`src/rtl/core/sra_pkg.sv`:
```
// Package for the skyline rectangle allocator: sizes, codes and shared types.
// No dependencies.
package sra_pkg;

  localparam int unsigned MaxSegments = 512;
  localparam int unsigned IdxW = $clog2(MaxSegments);
  localparam int unsigned CntW = $clog2(MaxSegments + 1);
  localparam int unsigned DimW = 13;
  localparam int unsigned PosW = 12;
  // one memory word holds x, height and width of a segment
  localparam int unsigned SegW = 3 * DimW;

  localparam logic [DimW-1:0] AtlasResetVal = DimW'(512);

  typedef enum logic [1:0] {
    StPlaced  = 2'd0,
    StNoFit   = 2'd1,
    StFull    = 2'd2
  } status_e;

  typedef enum logic {
    RegAtlasWidth  = 1'b0,
    RegAtlasHeight = 1'b1
  } reg_idx_e;

  typedef enum logic {
    KindAlloc = 1'b0,
    KindReset = 1'b1
  } kind_e;

  typedef enum logic [3:0] {
    FsmInit,
    FsmIdle,
    FsmOuterRd,
    FsmOuterWait,
    FsmInnerRd,
    FsmInnerWait,
    FsmInnerEval,
    FsmShiftRd,
    FsmShiftWait,
    FsmInsert,
    FsmTrimRd,
    FsmTrimWait,
    FsmTrimEval,
    FsmRemRd,
    FsmRemWait,
    FsmDone
  } fsm_e;

  typedef struct packed {
    logic       [DimW-1:0] x;
    logic       [DimW-1:0] h;
    logic       [DimW-1:0] w;
  } seg_t;

  // commands from controller to datapath
  typedef struct packed {
    logic start;       // latch item, reset result
    logic do_clear;    // skyline reset
    logic init_fail;   // zero size
    logic outer_rd;    // read segment i
    logic outer_eval;  // capture base of candidate i, start inner walk
    logic inner_rd;    // read segment j
    logic inner_eval;  // accumulate segment j
    logic cand_eval;   // judge candidate i
    logic outer_next;  // advance i
    logic finish_scan; // decide found / full
    logic shift_rd;    // read segment j-1
    logic shift_wr;    // write it to j
    logic insert;      // write new segment, count++
    logic trim_rd;     // read segment j
    logic trim_eval;   // trim or start removal
    logic rem_rd;      // read segment k+1
    logic rem_wr;      // write it to k
    logic rem_done;    // count--
  } cmd_t;

  // status from datapath to controller
  typedef struct packed {
    logic zero_size;
    logic outer_more;  // i < count
    logic skip_cand;   // x + w > atlas_width
    logic inner_more;  // j < count && acc < w (after eval)
    logic found;
    logic full;
    logic shift_more;  // j > best
    logic trim_go;     // j < count && x[j] < right
    logic trim_remove; // width <= shrink
    logic rem_more;    // k+1 < count
  } stat_t;

endpackage

```
`src/rtl/core/sra_ctrl.sv`:
```
// Controller state machine of the skyline allocator.
// Depends on sra_pkg.
module sra_ctrl (
  input  logic           clk_i,
  input  logic           rst_ni,
  input  logic           in_valid_i,
  input  logic           in_kind_i,
  output logic           in_ready_o,
  output logic           out_valid_o,
  input  logic           out_ready_i,
  input  sra_pkg::stat_t stat_i,
  output sra_pkg::cmd_t  cmd_o
);
  import sra_pkg::*;

  fsm_e state_q, state_d;

  // hold state
  always_ff @(posedge clk_i or negedge rst_ni) begin
    if (!rst_ni) begin
      state_q <= FsmInit;
    end else begin
      state_q <= state_d;
    end
  end

  // next state and commands
  always_comb begin
    state_d     = state_q;
    cmd_o       = '0;
    in_ready_o  = 1'b0;
    out_valid_o = 1'b0;
    case (state_q)
      FsmInit: begin
        // write the single full-width segment once after reset
        cmd_o.do_clear = 1'b1;
        state_d = FsmIdle;
      end
      FsmIdle: begin
        in_ready_o = 1'b1;
        if (in_valid_i) begin
          cmd_o.start = 1'b1;
          if (in_kind_i == KindReset) begin
            cmd_o.do_clear = 1'b1;
            state_d = FsmDone;
          end else begin
            state_d = FsmOuterRd;
          end
        end
      end
      FsmOuterRd: begin
        if (stat_i.zero_size) begin
          cmd_o.init_fail = 1'b1;
          state_d = FsmDone;
        end else if (stat_i.outer_more) begin
          cmd_o.outer_rd = 1'b1;
          state_d = FsmOuterWait;
        end else begin
          cmd_o.finish_scan = 1'b1;
          state_d = (stat_i.found && !stat_i.full) ? FsmShiftRd : FsmDone;
        end
      end
      FsmOuterWait: begin
        cmd_o.outer_eval = 1'b1;
        if (stat_i.skip_cand) begin
          cmd_o.outer_next = 1'b1;
          state_d = FsmOuterRd;
        end else begin
          state_d = FsmInnerRd;
        end
      end
      FsmInnerRd: begin
        cmd_o.inner_rd = 1'b1;
        state_d = FsmInnerWait;
      end
      FsmInnerWait: begin
        cmd_o.inner_eval = 1'b1;
        state_d = FsmInnerEval;
      end
      FsmInnerEval: begin
        if (stat_i.inner_more) begin
          state_d = FsmInnerRd;
        end else begin
          cmd_o.cand_eval  = 1'b1;
          cmd_o.outer_next = 1'b1;
          state_d = FsmOuterRd;
        end
      end
      FsmShiftRd: begin
        if (stat_i.shift_more) begin
          cmd_o.shift_rd = 1'b1;
          state_d = FsmShiftWait;
        end else begin
          state_d = FsmInsert;
        end
      end
      FsmShiftWait: begin
        cmd_o.shift_wr = 1'b1;
        state_d = FsmShiftRd;
      end
      FsmInsert: begin
        cmd_o.insert = 1'b1;
        state_d = FsmTrimRd;
      end
      FsmTrimRd: begin
        cmd_o.trim_rd = 1'b1;
        state_d = FsmTrimWait;
      end
      FsmTrimWait: begin
        // keep the address on segment j so the evaluation sees it
        cmd_o.trim_rd = 1'b1;
        state_d = FsmTrimEval;
      end
      FsmTrimEval: begin
        if (!stat_i.trim_go) begin
          state_d = FsmDone;
        end else begin
          cmd_o.trim_eval = 1'b1;
          state_d = stat_i.trim_remove ? FsmRemRd : FsmDone;
        end
      end
      FsmRemRd: begin
        if (stat_i.rem_more) begin
          cmd_o.rem_rd = 1'b1;
          state_d = FsmRemWait;
        end else begin
          cmd_o.rem_done = 1'b1;
          state_d = FsmTrimRd;
        end
      end
      FsmRemWait: begin
        cmd_o.rem_wr = 1'b1;
        state_d = FsmRemRd;
      end
      FsmDone: begin
        out_valid_o = 1'b1;
        if (out_ready_i) begin
          state_d = FsmIdle;
        end
      end
      default: state_d = FsmIdle;
    endcase
  end
endmodule

```
`config.mk`:
```
export PLATFORM = sky130hd
export DESIGN_NAME = sra_ctrl
export DESIGN_NICKNAME = d
export VERILOG_FILES = /design/src/rtl/core/sra_pkg.sv /design/src/rtl/core/sra_ctrl.sv
export SDC_FILE = /design/constraint.sdc
export NUM_CORES = 1
export LEC_CHECK = 0
export ABC_AREA = 1
export BUFFER_PORTS_ARGS = -buffer_cell sky130_fd_sc_hd__buf_2
export CAP_MARGIN = 40
export CORE_AREA = 2 2 39 41
export CTS_BUF_LIST = sky130_fd_sc_hd__clkbuf_8
export CTS_CLUSTER_SIZE = 12
export DETAILED_ROUTE_END_ITERATION = 10
export DIE_AREA = 0 0 41 43
export GPL_TIMING_DRIVEN = 0
export HOLD_SLACK_MARGIN = 0.05
export PLACE_DENSITY = 0.78
export SLEW_MARGIN = 10
export SYNTH_ARGS = -nofsm -noshare
export SYNTH_HDL_FRONTEND = slang
export SYNTH_SLANG_ARGS = --single-unit
```
`constraint.sdc`:
```
create_clock -name clk_i -period 2.1 [get_ports clk_i]
set_clock_uncertainty 0.15 [all_clocks]
set_input_delay 0.63 -clock clk_i [delete_from_list [all_inputs] [get_ports clk_i]]
set_output_delay 0.63 -clock clk_i [all_outputs]
set_load 0.05 [all_outputs]
```
==> flow_metrics.env <==
export IMPL_rsz0062_at_grt="yes"
export IMPL_holdBufCountCts=0
export IMPL_max_freq_ghz=0.463
export IMPL_first_pass_iters=4
export IMPL_antennaDiodeCount=0
export IMPL_status="complete, but fails checks"
export IMPL_wl_met3_um=123
export IMPL_synth_top_cell_area_share_pct=31.0
export IMPL_clock_sinks=4
export IMPL_max_slew_margin_rel_pct=83.5
export IMPL_top_register="state_q"
export IMPL_power_mw=1.71
export IMPL_violations="negative setup slack"
export IMPL_syn_avg_cell_area_um2=4.77
export IMPL_cap_viol_max_count=0
export IMPL_min_period_ps=2160
export IMPL_htreeDepth=1
export IMPL_synth_area_um2=544
export IMPL_fin_nets=176
export IMPL_rows=14
export IMPL_root_buffer="clkbuf_8"
export IMPL_required_ps=1320
export IMPL_reg_largest_list="state_q (4)"
export IMPL_dieArea_um2=1760
export IMPL_vias=836
export IMPL_worstSetupPathType="reg2out"
export IMPL_ir_worst_vdd_uv=1130
export IMPL_hold_viol_final=0
export IMPL_hold_class="in2async"
export IMPL_wl_per_cell_um=11.2
export IMPL_end_kind="output port"
export IMPL_final_cell_mix="nand2_1, buf_2, inv_1, nor2_1"
export IMPL_cts_buffers=3
export IMPL_synthTopCellsByArea="nand2_1, dfrtp_1, nor2_1"
export IMPL_cts_tree="done"
export IMPL_io_pins=35
export IMPL_grt_first_pass_wirelength_mm=2.85
export IMPL_wirelength_mm=1.96
export IMPL_clockBufferDepth=2
export IMPL_dp_hpwl_mm=1.40
export IMPL_power_density_nw_per_um2=1610
export IMPL_core_area_um2=1380
export IMPL_wl_met1_um=801
export IMPL_pre_cts_ws_ps=-41.0
export IMPL_worstPathMaxFanout=4
export IMPL_worst_slew_pin_slew_ps=249
export IMPL_stdcell_count=175
export IMPL_syn_inst=114
export IMPL_drt_initial_drc_count=34
export IMPL_met2_length_um=996
export IMPL_initial_core_util_pct=39.3
export IMPL_stdcell_area_um2=1060
export IMPL_chipWidth_um=41
export IMPL_place_congestion=0.933
export IMPL_yosysTopAreaCell="nand2_1"
export IMPL_placed_cell_area_um2=791
export IMPL_ys_warn_count=0
export IMPL_cp_arrival_ps=1380
export IMPL_grt_max_degree=6
export IMPL_track_usage_pct=23.8
export IMPL_p_leak_nw=0.670
export IMPL_synthArstFlopShare_pct=100
export IMPL_die_h_um=43
export IMPL_antenna_found_initial=0
export IMPL_timing_hold_ws_ps=53.3
export IMPL_drive_gt1_share_pct=52.2
export IMPL_synth_top_flop_cell="dfrtp_1"
export IMPL_grt_ovfl_total=0
export IMPL_drv_slew=0
export IMPL_ant_nets=0
export IMPL_avgViaCountPerCell=4.78
export IMPL_grt_pass1_vias=720
export IMPL_drc=0
export IMPL_routed_top_layer="met4"
export IMPL_finalCritPeriodShare_pct=103
export IMPL_largest_reg_flops=4
export IMPL_syn_to_final_growth_pct=95.6
export IMPL_fin_ws_ps=-62.0
export IMPL_yosysSeqAreaShare_pct=18.4
export IMPL_numPlacedInstances=164
export IMPL_mostFrequentLayoutCell="nand2_1"
export IMPL_insertion_delay_ps=220
export IMPL_synth_cell_types=15
export IMPL_io_buffers=34
export IMPL_ys_ff_latch=4
export IMPL_synth_edf_count=0
export IMPL_synth_fp_nets=129
export IMPL_setup_viol=7
export IMPL_path_clk_slew_ps=30
export IMPL_worstSetupStartpointType="flop"
==> per-layer routing <==
metal	vias up	global-route usage [%]
met2	41	40.3
met4	0	10.0
met1	360	27.9
met5	-	0
li1	431	-
met3	4	3.14
==> final timing paths <==
kind                            slack [ps]  depth (start not counted)         end  startpoint
worst max-delay path                   -60                          8   cmd_o[16]  state_q[1]
worst min-delay path                    50                          1  state_q[2]      rst_ni
worst max register to register         570                          8  state_q[3]  state_q[0]
worst min register to register         560                          3  state_q[0]  state_q[3]
max in group asynchronous             1610                          1  state_q[3]      rst_ni
min in group clk_i                     560                          3  state_q[0]  state_q[3]
==> repair_timing <==
item                                   4_1_cts  5_1_grt
setup buffers                                6        2
endpoints found under the hold margin        0        0
pin swaps                                    5        2
setup endpoints to repair                   15       17
gates resized for setup                     33       28
==> logic make-up (layout without fill, tap and decap cells) <==
logic type             Yosys count  after routing  synth area share [%]
and+or+nand+nor                 83             83                  61.8
buffers and inverters           23             68                  15.9
AOI/OAI and AO/OA                4              4                  3.91
DFF                              4              4                  18.4
==> critical path, cell delays in order (launching register included) <==
cell	delay [ps]
dfrtp_1	420
inv_2	130
nand2_4	70
nor2_4	120
inv_2	70
nor2_4	90
nand2_2	70
nand2_4	60
buf_8	140
==> metrics by stage <==
step                      setup TNS, ps  utilization, %
after floorplan                    -408               -
after global placement            -19.5            57.1
after detailed placement          -41.0            57.1
after CTS                          -128            69.9
after global routing               -848            76.9
final                              -287            76.9
==> synthesized netlist by cell type (2+ instances only) <==
library cell / number
nor2_1: 25
dfrtp_1: 4
inv_1: 21
inv_2: 2
nand2_1: 45
nor2_2: 2
nand2_2: 2
nand3_1: 6
==> report_power, final <==
part	total [mW]	internal, mW	switching (mW)
Combinational	1.34	0.468	0.869
Sequential	0.205	0.128	0.0771
Clock	0.170	0.123	0.0468
==> final cells by class <==
cell class / count / area (µm²)
clock buffer: 3 / 41.3
fill: 112 / 319
inverter: 23 / 88.8
multi-input combinational: 87 / 474
sequential: 4 / 104
tap: 16 / 20.0
timing repair buffer: 42 / 337
(Power assumes the default switching activity.)
